--- src/sv/lrpm_pkg.sv ---
// ----------------------------------------------------------------------------
// lrpm_pkg
// Shared types, codes and constants of the LED ring pixel mapper.
// ----------------------------------------------------------------------------
package lrpm_pkg;

  localparam int LEDS_PER_RING        = 16;
  localparam int RINGS_ON_FIRST_STRIP = 16;
  localparam int POS_W                = (LEDS_PER_RING > 1) ? $clog2(LEDS_PER_RING) : 1;
  localparam int QUEUE_DEPTH          = 2;

  typedef enum logic [2:0] {
    KIND_RING        = 3'd0,
    KIND_RING_DOUBLE = 3'd1,
    KIND_VU          = 3'd2,
    KIND_SWITCH      = 3'd3,
    KIND_DIGITAL1    = 3'd4,
    KIND_DIGITAL2    = 3'd5,
    KIND_OTHER       = 3'd6
  } kind_e;

  typedef enum logic [1:0] {
    STRIP_RING1 = 2'd0,
    STRIP_RING2 = 2'd1,
    STRIP_DIG1  = 2'd2,
    STRIP_DIG2  = 2'd3
  } strip_e;

  typedef enum logic [2:0] {
    REG_RING_MASK_V = 3'd0,
    REG_RING_MASK_H = 3'd1,
    REG_SW_MASK_V   = 3'd2,
    REG_SW_MASK_H   = 3'd3,
    REG_DIG_COUNT   = 3'd4
  } cfg_reg_e;

  typedef struct packed {
    logic [7:0] r;
    logic [7:0] g;
    logic [7:0] b;
  } rgb_t;

  typedef struct packed {
    logic [15:0] ring_mask_v;
    logic [15:0] ring_mask_h;
    logic [15:0] sw_mask_v;
    logic [15:0] sw_mask_h;
    logic [7:0]  dig_count;
  } cfg_t;

  typedef struct packed {
    kind_e       kind;
    strip_e      strip;
    logic [11:0] base;
    logic [15:0] on_bits;
    logic [15:0] oth_bits;
    logic        vert;
    rgb_t        rgb;
  } cmd_t;

  typedef struct packed {
    logic        we;
    strip_e      strip;
    logic [11:0] idx;
    rgb_t        rgb;
    logic        last;
  } res_t;

  typedef struct packed {
    logic hit;
    rgb_t rgb;
  } zone_t;

  localparam rgb_t VU_CYAN   = '{r: 8'd9,   g: 8'd88,  b: 8'd103};
  localparam rgb_t VU_YELLOW = '{r: 8'd100, g: 8'd100, b: 8'd0};
  localparam rgb_t VU_RED    = '{r: 8'd200, g: 8'd0,   b: 8'd0};

  function automatic zone_t vu_zone(logic vert, logic [POS_W-1:0] pos);
    zone_t       z;
    int unsigned p;
    z = '{hit: 1'b0, rgb: '0};
    p = int'(pos);
    if (vert) begin
      if (p >= 13 || p <= 4) begin
        z = '{hit: 1'b1, rgb: VU_CYAN};
      end else if (p <= 7) begin
        z = '{hit: 1'b1, rgb: VU_YELLOW};
      end else if (p <= 9) begin
        z = '{hit: 1'b1, rgb: VU_RED};
      end
    end else begin
      if (p >= 1 && p <= 8) begin
        z = '{hit: 1'b1, rgb: VU_CYAN};
      end else if (p >= 9 && p <= 11) begin
        z = '{hit: 1'b1, rgb: VU_YELLOW};
      end else if (p >= 12 && p <= 13) begin
        z = '{hit: 1'b1, rgb: VU_RED};
      end
    end
    return z;
  endfunction

endpackage

--- src/sv/lrpm_cfg.sv ---
// ----------------------------------------------------------------------------
// lrpm_cfg
// APB register file: ring/switch masks and digital strip offset.
// ----------------------------------------------------------------------------
module lrpm_cfg (
  input  logic              clk_i,
  input  logic              rst_ni,
  input  logic              psel,
  input  logic              penable,
  input  logic              pwrite,
  input  logic [4:0]        paddr,
  input  logic [31:0]       pwdata,
  output logic [31:0]       prdata,
  output logic              pready,
  output lrpm_pkg::cfg_t    cfg_o
);
  import lrpm_pkg::*;

  cfg_t     cfg_q, cfg_d;
  cfg_reg_e addr;
  logic     wr_en;

  assign addr   = cfg_reg_e'(paddr[4:2]);
  assign wr_en  = psel & penable & pwrite;
  assign pready = 1'b1;
  assign cfg_o  = cfg_q;

  always_comb begin
    cfg_d = cfg_q;
    if (wr_en) begin
      case (addr)
        REG_RING_MASK_V: cfg_d.ring_mask_v = pwdata[15:0];
        REG_RING_MASK_H: cfg_d.ring_mask_h = pwdata[15:0];
        REG_SW_MASK_V:   cfg_d.sw_mask_v   = pwdata[15:0];
        REG_SW_MASK_H:   cfg_d.sw_mask_h   = pwdata[15:0];
        REG_DIG_COUNT:   cfg_d.dig_count   = pwdata[7:0];
        default:         cfg_d = cfg_q;
      endcase
    end
  end

  always_comb begin
    case (addr)
      REG_RING_MASK_V: prdata = {16'd0, cfg_q.ring_mask_v};
      REG_RING_MASK_H: prdata = {16'd0, cfg_q.ring_mask_h};
      REG_SW_MASK_V:   prdata = {16'd0, cfg_q.sw_mask_v};
      REG_SW_MASK_H:   prdata = {16'd0, cfg_q.sw_mask_h};
      REG_DIG_COUNT:   prdata = {24'd0, cfg_q.dig_count};
      default:         prdata = '0;
    endcase
  end

  always_ff @(posedge clk_i or negedge rst_ni) begin
    if (!rst_ni) begin
      cfg_q <= '0;
    end else begin
      cfg_q <= cfg_d;
    end
  end

endmodule

--- src/sv/lrpm_front.sv ---
// ----------------------------------------------------------------------------
// lrpm_front
// Accepts requests and classifies them into sweep commands.
// ----------------------------------------------------------------------------
module lrpm_front (
  input  logic              start,
  output logic              busy,
  input  logic [2:0]        req_type_i,
  input  logic [7:0]        target_index_i,
  input  logic              vertical_i,
  input  logic [15:0]       led_state_i,
  input  logic [7:0]        red_in_i,
  input  logic [7:0]        green_in_i,
  input  logic [7:0]        blue_in_i,
  input  lrpm_pkg::cfg_t    cfg_i,
  input  logic              q_full_i,
  output logic              push_o,
  output lrpm_pkg::cmd_t    cmd_o
);
  import lrpm_pkg::*;

  kind_e       kind;
  logic [15:0] ring_m, sw_m, own_m, oth_m;
  rgb_t        req_rgb;
  logic [11:0] ring_base;
  strip_e      ring_strip;

  assign busy   = q_full_i;
  assign push_o = start & ~q_full_i;
  assign kind   = kind_e'(req_type_i);
  assign req_rgb = '{r: red_in_i, g: green_in_i, b: blue_in_i};

  always_comb begin
    ring_m = vertical_i ? cfg_i.ring_mask_v : cfg_i.ring_mask_h;
    sw_m   = vertical_i ? cfg_i.sw_mask_v   : cfg_i.sw_mask_h;
    own_m  = (kind == KIND_SWITCH) ? sw_m : ring_m;
    oth_m  = (kind == KIND_SWITCH) ? ring_m : sw_m;
    if (int'(target_index_i) < RINGS_ON_FIRST_STRIP) begin
      ring_strip = STRIP_RING1;
      ring_base  = 12'(int'(target_index_i) * LEDS_PER_RING);
    end else begin
      ring_strip = STRIP_RING2;
      ring_base  = 12'((int'(target_index_i) - RINGS_ON_FIRST_STRIP) * LEDS_PER_RING);
    end
  end

  always_comb begin
    cmd_o = '0;
    cmd_o.vert = vertical_i;
    case (kind)
      KIND_RING, KIND_RING_DOUBLE, KIND_VU, KIND_SWITCH: begin
        cmd_o.kind     = kind;
        cmd_o.strip    = ring_strip;
        cmd_o.base     = ring_base;
        cmd_o.on_bits  = led_state_i & own_m;
        cmd_o.oth_bits = oth_m;
        cmd_o.rgb      = req_rgb;
      end
      KIND_DIGITAL1: begin
        cmd_o.kind  = KIND_DIGITAL1;
        cmd_o.strip = STRIP_DIG1;
        cmd_o.base  = {4'd0, target_index_i};
        cmd_o.rgb   = (led_state_i != 16'd0) ? req_rgb : '0;
      end
      KIND_DIGITAL2: begin
        cmd_o.kind  = KIND_DIGITAL2;
        cmd_o.strip = STRIP_DIG2;
        cmd_o.base  = {4'd0, target_index_i} - {4'd0, cfg_i.dig_count};
        cmd_o.rgb   = (led_state_i != 16'd0) ? req_rgb : '0;
      end
      default: begin
        cmd_o.kind = KIND_OTHER;
      end
    endcase
  end

endmodule

--- src/sv/lrpm_queue.sv ---
// ----------------------------------------------------------------------------
// lrpm_queue
// Two-entry command queue between front and back.
// ----------------------------------------------------------------------------
module lrpm_queue (
  input  logic              clk_i,
  input  logic              rst_ni,
  input  logic              push_i,
  input  lrpm_pkg::cmd_t    data_i,
  output logic              full_o,
  input  logic              pop_i,
  output logic              valid_o,
  output lrpm_pkg::cmd_t    data_o
);
  import lrpm_pkg::*;

  localparam int PtrW = (QUEUE_DEPTH > 1) ? $clog2(QUEUE_DEPTH) : 1;
  localparam int CntW = $clog2(QUEUE_DEPTH + 1);

  cmd_t            mem_q [QUEUE_DEPTH];
  logic [PtrW-1:0] wr_ptr_q, wr_ptr_d, rd_ptr_q, rd_ptr_d;
  logic [CntW-1:0] cnt_q, cnt_d;

  function automatic logic [PtrW-1:0] ptr_inc(logic [PtrW-1:0] p);
    return (int'(p) == QUEUE_DEPTH - 1) ? '0 : p + 1'b1;
  endfunction

  assign full_o  = (int'(cnt_q) == QUEUE_DEPTH);
  assign valid_o = (cnt_q != '0);
  assign data_o  = mem_q[rd_ptr_q];

  always_comb begin
    wr_ptr_d = push_i ? ptr_inc(wr_ptr_q) : wr_ptr_q;
    rd_ptr_d = pop_i ? ptr_inc(rd_ptr_q) : rd_ptr_q;
    cnt_d    = cnt_q + CntW'(push_i) - CntW'(pop_i);
  end

  always_ff @(posedge clk_i or negedge rst_ni) begin
    if (!rst_ni) begin
      wr_ptr_q <= '0;
      rd_ptr_q <= '0;
      cnt_q    <= '0;
    end else begin
      wr_ptr_q <= wr_ptr_d;
      rd_ptr_q <= rd_ptr_d;
      cnt_q    <= cnt_d;
    end
  end

  always_ff @(posedge clk_i) begin
    if (push_i) begin
      mem_q[wr_ptr_q] <= data_i;
    end
  end

endmodule

--- src/sv/lrpm_back.sv ---
// ----------------------------------------------------------------------------
// lrpm_back
// Sweeps ring positions, one result per cycle, into the result register.
// ----------------------------------------------------------------------------
module lrpm_back (
  input  logic              clk_i,
  input  logic              rst_ni,
  input  logic              q_valid_i,
  input  lrpm_pkg::cmd_t    q_data_i,
  output logic              pop_o,
  output logic              strobe_o,
  output lrpm_pkg::res_t    res_o
);
  import lrpm_pkg::*;

  cmd_t             cmd_q;
  logic             active_q, active_d;
  logic [POS_W-1:0] pos_q, pos_d;
  rgb_t             carry_q, carry_d;
  logic             strobe_q;
  res_t             res_q, res_d;

  logic  is_ring, at_end, finishing, on_bit, oth_bit;
  zone_t zone;
  rgb_t  colour;

  always_comb begin
    is_ring   = (cmd_q.kind inside {KIND_RING, KIND_RING_DOUBLE, KIND_VU, KIND_SWITCH});
    at_end    = (int'(pos_q) == LEDS_PER_RING - 1);
    finishing = active_q & (~is_ring | at_end);
    pop_o     = q_valid_i & (~active_q | finishing);

    zone   = vu_zone(cmd_q.vert, pos_q);
    colour = (cmd_q.kind == KIND_VU && zone.hit) ? zone.rgb : carry_q;
    on_bit  = cmd_q.on_bits[pos_q];
    oth_bit = cmd_q.oth_bits[pos_q];

    res_d       = '0;
    res_d.strip = cmd_q.strip;
    if (is_ring) begin
      res_d.idx  = cmd_q.base + 12'(pos_q);
      res_d.last = at_end;
      if (on_bit && !oth_bit) begin
        res_d.we  = 1'b1;
        res_d.rgb = colour;
      end else if (oth_bit || cmd_q.kind == KIND_RING_DOUBLE) begin
        res_d.we = 1'b0;
      end else begin
        res_d.we = 1'b1;
      end
    end else begin
      res_d.idx  = cmd_q.base;
      res_d.rgb  = cmd_q.rgb;
      res_d.we   = (cmd_q.kind == KIND_DIGITAL1) || (cmd_q.kind == KIND_DIGITAL2);
      res_d.last = 1'b1;
    end

    active_d = active_q;
    pos_d    = pos_q;
    carry_d  = carry_q;
    if (pop_o) begin
      active_d = 1'b1;
      pos_d    = '0;
      carry_d  = q_data_i.rgb;
    end else if (finishing) begin
      active_d = 1'b0;
    end else if (active_q) begin
      pos_d   = pos_q + 1'b1;
      carry_d = colour;
    end
  end

  always_ff @(posedge clk_i or negedge rst_ni) begin
    if (!rst_ni) begin
      active_q <= 1'b0;
      pos_q    <= '0;
      strobe_q <= 1'b0;
    end else begin
      active_q <= active_d;
      pos_q    <= pos_d;
      strobe_q <= active_q;
    end
  end

  always_ff @(posedge clk_i) begin
    carry_q <= carry_d;
    if (pop_o) begin
      cmd_q <= q_data_i;
    end
    if (active_q) begin
      res_q <= res_d;
    end
  end

  assign strobe_o = strobe_q;
  assign res_o    = res_q;

  a_sweep_continues: assert property (@(posedge clk_i) disable iff (!rst_ni)
    strobe_q && !res_q.last |-> active_q)
    else $error("ring sweep stopped before its last position");

  a_pos_steps: assert property (@(posedge clk_i) disable iff (!rst_ni)
    active_q && !finishing |=> active_q && pos_q == $past(pos_q) + 1'b1)
    else $error("ring position did not advance by one");

  a_pop_when_free: assert property (@(posedge clk_i) disable iff (!rst_ni)
    pop_o |-> q_valid_i && (!active_q || finishing))
    else $error("command taken while sweep still running");

endmodule

--- src/sv/led_ring_pixel_mapper.sv ---
// ----------------------------------------------------------------------------
// led_ring_pixel_mapper
// Turns LED update requests into pixel writes for ring and digital strips.
// ----------------------------------------------------------------------------
// Ring, ring double, VU meter and switch requests give sixteen results, one per
// cycle from the position sequencer in the back end; digital and other
// requests give one result. A two-entry command queue lets a new request be
// taken while a sweep runs, so ring sweeps can follow one another with no gap;
// each request passes through the queue and then the command register.
// Results are strobed for one cycle and cannot be held off by the receiver.
module led_ring_pixel_mapper (
  input  logic        clk_i,
  input  logic        rst_ni,
  input  logic        psel,
  input  logic        penable,
  input  logic        pwrite,
  input  logic [4:0]  paddr,
  input  logic [31:0] pwdata,
  output logic [31:0] prdata,
  output logic        pready,
  input  logic        start,
  output logic        busy,
  input  logic [2:0]  req_type_i,
  input  logic [7:0]  target_index_i,
  input  logic        vertical_i,
  input  logic [15:0] led_state_i,
  input  logic [7:0]  red_in_i,
  input  logic [7:0]  green_in_i,
  input  logic [7:0]  blue_in_i,
  output logic        strobe_o,
  output logic        write_enable_o,
  output logic [1:0]  strip_select_o,
  output logic [11:0] pixel_index_o,
  output logic [7:0]  red_out_o,
  output logic [7:0]  green_out_o,
  output logic [7:0]  blue_out_o,
  output logic        last_o
);
  import lrpm_pkg::*;

  cfg_t cfg;
  cmd_t push_cmd, head_cmd;
  res_t res;
  logic q_full, q_valid, push, pop;

  lrpm_cfg u_cfg (
    .clk_i   (clk_i),
    .rst_ni  (rst_ni),
    .psel    (psel),
    .penable (penable),
    .pwrite  (pwrite),
    .paddr   (paddr),
    .pwdata  (pwdata),
    .prdata  (prdata),
    .pready  (pready),
    .cfg_o   (cfg)
  );

  lrpm_front u_front (
    .start          (start),
    .busy           (busy),
    .req_type_i     (req_type_i),
    .target_index_i (target_index_i),
    .vertical_i     (vertical_i),
    .led_state_i    (led_state_i),
    .red_in_i       (red_in_i),
    .green_in_i     (green_in_i),
    .blue_in_i      (blue_in_i),
    .cfg_i          (cfg),
    .q_full_i       (q_full),
    .push_o         (push),
    .cmd_o          (push_cmd)
  );

  lrpm_queue u_queue (
    .clk_i   (clk_i),
    .rst_ni  (rst_ni),
    .push_i  (push),
    .data_i  (push_cmd),
    .full_o  (q_full),
    .pop_i   (pop),
    .valid_o (q_valid),
    .data_o  (head_cmd)
  );

  lrpm_back u_back (
    .clk_i     (clk_i),
    .rst_ni    (rst_ni),
    .q_valid_i (q_valid),
    .q_data_i  (head_cmd),
    .pop_o     (pop),
    .strobe_o  (strobe_o),
    .res_o     (res)
  );

  assign write_enable_o = res.we;
  assign strip_select_o = res.strip;
  assign pixel_index_o  = res.idx;
  assign red_out_o      = res.rgb.r;
  assign green_out_o    = res.rgb.g;
  assign blue_out_o     = res.rgb.b;
  assign last_o         = res.last;

endmodule
--- config.mk ---
export PLATFORM = sky130hd
export DESIGN_NAME = led_ring_pixel_mapper
export DESIGN_NICKNAME = d
export VERILOG_FILES = /design/src/sv/lrpm_pkg.sv /design/src/sv/lrpm_cfg.sv /design/src/sv/lrpm_front.sv /design/src/sv/lrpm_queue.sv /design/src/sv/lrpm_back.sv /design/src/sv/led_ring_pixel_mapper.sv
export SDC_FILE = /design/constraint.sdc
export NUM_CORES = 1
export LEC_CHECK = 0
export ABC_CLOCK_PERIOD_IN_PS = 5950
export BUFFER_PORTS_ARGS = -buffer_cell sky130_fd_sc_hd__buf_2
export CORE_ASPECT_RATIO = 1.25
export CORE_MARGIN = 4
export CORE_UTILIZATION = 59
export DETAILED_ROUTE_END_ITERATION = 6
export GPL_TIMING_DRIVEN = 0
export PLACE_DENSITY_LB_ADDON = 0.15
export SLEW_MARGIN = 20
export SYNTH_ARGS = -nofsm -noshare
export SYNTH_HDL_FRONTEND = slang
export SYNTH_SLANG_ARGS = --single-unit
--- constraint.sdc ---
create_clock -name clk_i -period 5.95 [get_ports clk_i]
set_input_delay 0.2975 -clock clk_i [delete_from_list [all_inputs] [get_ports clk_i]]
set_output_delay 0.2975 -clock clk_i [all_outputs]
set_load 0.005 [all_outputs]
# After elaboration in Yosys (flattened, before gate mapping)
# Memories as Yosys holds them, arrays and structs flattened.
# Index checks and enable logic that the tools add are counted.
[totals]
ramBits = 148
n_memories = 1
in_bits = 95
out_inout_bits = 75
elab_cells = 145
ff_bits = 220
[memory_table]
columns = ["name", "words", "width", "rd", "rd_clocked_by_memory_dff", "wr", "line", "source"]
rows = [
  ["u_queue.mem_q", 2, 74, 1, 0, 1, "lrpm_queue.sv:20", "cmd_t mem_q [QUEUE_DEPTH];"],
]
[classes]
n_reduce_logical = 25
add_sub_neg = 8
n_bitwise = 11
eq_ne = 17
muxes = 41
n_lt_le_gt_ge = 12
[ops]
columns = ["cell", "n"]
rows = [
  ["25-bit two-way mux", 7],
  ["24-bit two-way mux", 6],
  ["16-bit case mux with 5 select lines", 1],
  ["16-bit two-way mux", 4],
  ["24-bit case mux with 2 select lines", 1],
  ["14-bit case mux with 3 select lines", 1],
  ["37-bit two-way mux", 1],
  ["32-bit two-way mux", 1],
  ["3-bit by 2-bit == test with 1-bit output, second input constant", 6],
  ["16-bit AND", 1],
  ["4-bit <= comparator, second input constant", 4],
  ["16-bit nonzero test", 1],
  ["3-bit == test, second input constant", 5],
  ["12-bit by 4-bit adder with 12-bit output", 1],
  ["4-bit greater-or-equal comparator, second input constant", 3],
  ["1-bit two-way mux", 12],
  ["12-bit two-way mux", 1],
  ["4-bit two-way mux", 3],
  ["2-bit AND reduction", 6],
  ["3-bit by 1-bit == test with 1-bit output, second input constant", 3],
  ["3-bit zero test", 3],
  ["3-bit case mux with 3 select lines", 1],
  ["8-bit by 8-bit subtractor with 9-bit output", 1],
  ["1-bit binary-select mux with 4-bit select", 2],
  ["22 further kinds", 39],
]

# Longest topological paths before layout
[logic_depth]
depth_word = 11
mapped_depth = 12
ltp_nobuf = 9

# By module
# A second synthesis with hierarchy kept.
[unflattened]
cells_unflattened = 1102
area_unflattened_um2 = 17121.4
[by_module_without_submodules]
columns = ["mod", "instances", "area_per_inst_um2", "cells_each"]
rows = [
  ["lrpm_back", 1, 5910.7, 410],
  ["lrpm_queue", 1, 5741.8, 245],
  ["lrpm_cfg", 1, 3525.9, 237],
  ["lrpm_front", 1, 1943.1, 210],
]

# Least setup slack after synthesis
# OpenSTA, ideal clock, no wires.
[synth_timing]
kind = "register to register"
from = "register u_back.active_q"
to = "register u_queue.cnt_q[1]"
stages_incl_launch_ff = 11
setup_time_ns = 0.080
slack_ns = 1.017
required_time_ns = 5.870
path_buffers = 3
arrival_time_ns = 4.853
cell_sequence = "dfrtp_1 > and2_1 > clkbuf_1 > nor2_1 > buf_2 > buf_1 > ha_1 > inv_1 > ha_1 > xnor2_1 > xnor2_1"
[synth_between]
elab_chain_len = 4
word_cells_on_any_way = 5
classes_between = "add/sub (1); bitwise (4)"
[synth_rtl]
columns = ["item", "line", "source"]
rows = [
  ["start: declaration", "lrpm_back.sv:17", "logic active_q, active_d;"],
  ["start signal: assignment", "lrpm_back.sv:79", "active_q <= active_d;"],
  ["1-bit AND or 1-bit inverter (tied branches)", "lrpm_back.sv:30, lrpm_back.sv:31", ""],
  ["1-bit OR *", "lrpm_back.sv:31", "pop_o = q_valid_i & (~active_q | finishing);"],
  ["1-bit AND *", "lrpm_back.sv:31", ""],
  ["named net pop", "led_ring_pixel_mapper.sv:44", "logic q_full, q_valid, push, pop;"],
  ["2-bit by 1-bit subtractor with 2-bit output *", "lrpm_queue.sv:35", "cnt_d = cnt_q + CntW'(push_i) - CntW'(pop_i);"],
  ["named net u_queue.cnt_d[1]", "lrpm_queue.sv:22", "logic [CntW-1:0] cnt_q, cnt_d;"],
  ["end signal: assignment", "lrpm_queue.sv:46", "cnt_q <= cnt_d;"],
  ["end: declaration", "lrpm_queue.sv:22", ""],
]
# The timed path passes the listed nets; every way through them passes the cells marked *.
# A chain may end at the register's enable or synchronous reset.

==> reports/summary.txt <==
status: finished, final reports clean
worst skew pair latency: 0.51 ns
largest net degree at the start of global routing: 52
Final setup viols: 0
fraction of layout cells with a size suffix above 1: 35.2%
# fillers: 1914
Setup crit end kind: flip-flop
initial core utilization: 60.2%
number of global-route vias before repair: 10200
top_reg_cell synth: edfxtp_1
critical path required time: 6.19 ns
Sum Neg Setup Slack: 0 ns
GRT busiest layer: met2
initial DRC count: 543
Post-synth EDFFs: 286
GRT Resource Usage Total: 22.9%
num rows: 68
Seq/Total Area, Yosys: 63.7%
Die Y: 196 um
CTS Sinks: 368
H-Tree Depth: 2
worst reg-to-reg path cell count: 10
Die Width: 158 um
Seq cells post-synth: 368
clk root buf: clkbuf_16
worst-path fanout max: 10
vias: 9792
Core Footprint: 0.0277 mm^2
Port-buffer cells: 133
Post-Synthesis Cells: 1098
CTS tree: built
Fin Clk Skew: 0.0140 ns
storage element area: 0.0106 mm^2
ys async rst share: 22.3%
Max-slew headroom: 24.4%
Pwr Total: 0.00950 W
Syn Std Cell Area: 0.0167 mm^2
RSZ-0062 raised after global routing: false
dpl hpwl: 25000 um
WHS Path Cells: 1
1st-pass router iterations: 4
DR WL/cell: 21.2 um
Final Max Slew Viols: 0
vias per inst: 5.86
syn avg cell area: 15.2 um^2
Hold Path Class: in2reg
WL final: 35400 um
routability cong.: 0.881
multi-input logic area: 0.00561 mm^2
crit path time final: 3.57 ns
CTS Buf Count: 37
CP arrival: 3.81 ns
first-pass GRT wire length: 55200 um
GR Layer Usage met3: 3.33%
power per cell area: 494 mW/mm^2
Max Cap Viol: 0
Least-Margin Pin Slew: 1.13 ns
P_leak: 7.66 nW
Antenna diodes: 0
Layout Nets: 1411
period utilisation layout: 60.0%
yosys warns: 0
GRT met1 Usage: 28.6%
Max VDD drop: 0.267 mV
IO Count: 170
synth unique cells: 58
nature of the critical path startpoint: flip-flop
GRT met2 Usage: 40.5%
initial antenna violation count: 0
Clock Tree Buf Depth: 3
Area Growth Syn to Fin: 15.3%
Crit Path Class: reg2reg
global route overflow: 0
drt drc: 0
die footprint: 0.0311 mm^2
Antenna Nets Post-Route: 0
fmax: 280 MHz
clk slew on worst S/H paths: 0.06 ns
Hold Vio Cnt, Final: 0
## per-stage QoR
| stage | util [%] | setup slack [ns] | instance area, um^2 | hold WS [ns] | instances |
|---|---|---|---|---|---|
| final | 69.4 | 2.38 | 19300 | 0.0463 | 1670 |
| after global routing | 69.4 | 2.13 | 19300 | 0.0353 | 1670 |
| after CTS | 69.4 | 2.30 | 19300 | 0.0263 | 1670 |
| after detailed placement | 65.3 | 2.31 | 18100 | 0.297 | 1605 |
| after global placement | 64.4 | -0.650 | 17900 | 0.405 | 1596 |
| after floorplan | - | 1.02 | 16800 | 0.00191 | 1113 |
## layout by cell type (no fill, tap or decap), drive strengths merged, types with 5 or more instances in the layout
cell    count
a211oi      5
a21o       15
a21oi      27
a22oi      17
and2       16
and3       20
buf       183
clkbuf     78
clkinv     14
conb       17
dfrtp      82
edfxtp    286
ha         19
inv        34
mux2      162
mux2i      11
mux4       47
nand2      68
nand2b      5
nand3      11
nor2       25
nor2b      41
nor3        7
nor3b       7
nor4        7
o21ai      51
o22ai      10
xnor2      12
xor2        5
## cell usage after synthesis (all sizes together), types with 10 or more instances
cell	instances	area, um^2
xnor2	12	105
and3	20	125
mux4	47	1080
edfxtp	286	8590
ha	19	238
nor2	25	93.8
o21ai	51	330
buf	41	258
inv	34	128
mux2	162	1830
clkbuf	35	133
mux2i	11	110
a21oi	27	139
o22ai	10	62.6
nand3	11	60.1
a21o	15	113
nor2b	41	257
dfrtp	82	2050
nand2	68	255
a22oi	17	128
and2	16	100
## critical path, stage by stage (launching register included)
cell       delay (ns)
dfrtp_1          0.45
clkbuf_1         0.55
inv_1            0.21
ha_1             0.30
nor2b_1          0.17
a2bb2oi_1        0.16
nor2_1           0.06
a211oi_2         0.63
clkbuf_1         0.53
a21o_1           0.17
o21ai_0          0.08
## cells by family after synthesis
| group | after synthesis | share of synthesized area [%] |
|---|---|---|
| DFF | 368 | 63.7 |
| muxes | 220 | 18.1 |
| and+or+nand+nor | 218 | 6.85 |
| AOI/OAI and AO/OA | 142 | 5.69 |
| buffers and inverters | 110 | 3.10 |
| adders and majority gates | 21 | 1.66 |
| xor gates and xnor gates | 17 | 0.892 |
| other | 2 | 0.0450 |
## path summary, 6_finish.rpt
path,from,end,slack (ns)
setup / recovery,u_back.pos_q[1],u_back.carry_q[22],2.38
max in group asynchronous,rst_ni,u_cfg.cfg_o[27],5.03
hold / removal,vertical_i,u_queue.mem_q[0][24],0.05
hold reg to reg,u_back.cmd_q[70],u_back.res_o[38],0.42
min in group asynchronous,rst_ni,u_cfg.cfg_o[33],0.29
setup reg to reg,u_back.pos_q[1],u_back.carry_q[22],2.38
## what timing repair did
| action | CTS | global route |
|---|---|---|
| endpoints found under the hold margin | 31 | 0 |
| setup buffers | 0 | 0 |
| endpoints found under the setup margin | 0 | 0 |
| hold buffers | 1 | 0 |
| resized for setup | 0 | 0 |
## routing by layer
layer	routed length (um)	up-vias
met5	0	-
met3	1840	78
li1	-	4505
met4	1100	0
met1	13700	4876
met2	18700	333
## cell type report
type / instances / area share (%)
Sequential cell: 368 / 55.3
Multi-Input combinational cell: 635 / 29.1
Clock buffer: 43 / 4.98
Timing Repair Buffer: 143 / 4.69
Tap cell: 350 / 2.27
Buffer: 76 / 2.03
Clock inverter: 21 / 0.929
Inverter: 34 / 0.663
## power breakdown
part | internal (W) | leakage (nW) | switching [W]
clock | 0.00128 | 0.550 | 0.000924
sequential | 0.00402 | 3.85 | 0.000369
combinational | 0.00131 | 3.27 | 0.00159
total | 0.00662 | 7.66 | 0.00289
## state kept, by name (all words and copies together), names as in the netlist
name,count
u_back.carry_q,24
u_cfg.cfg_o,72
u_back.cmd_q,74
u_back.pos_q,4
u_queue.cnt_q,2
u_back.active_q,1
u_back.res_o,40
u_queue.rd_ptr_q,1
u_queue.wr_ptr_q,1
u_back.strobe_o,1
u_queue.mem_q,148
Power figures use the tool's default switching activity.
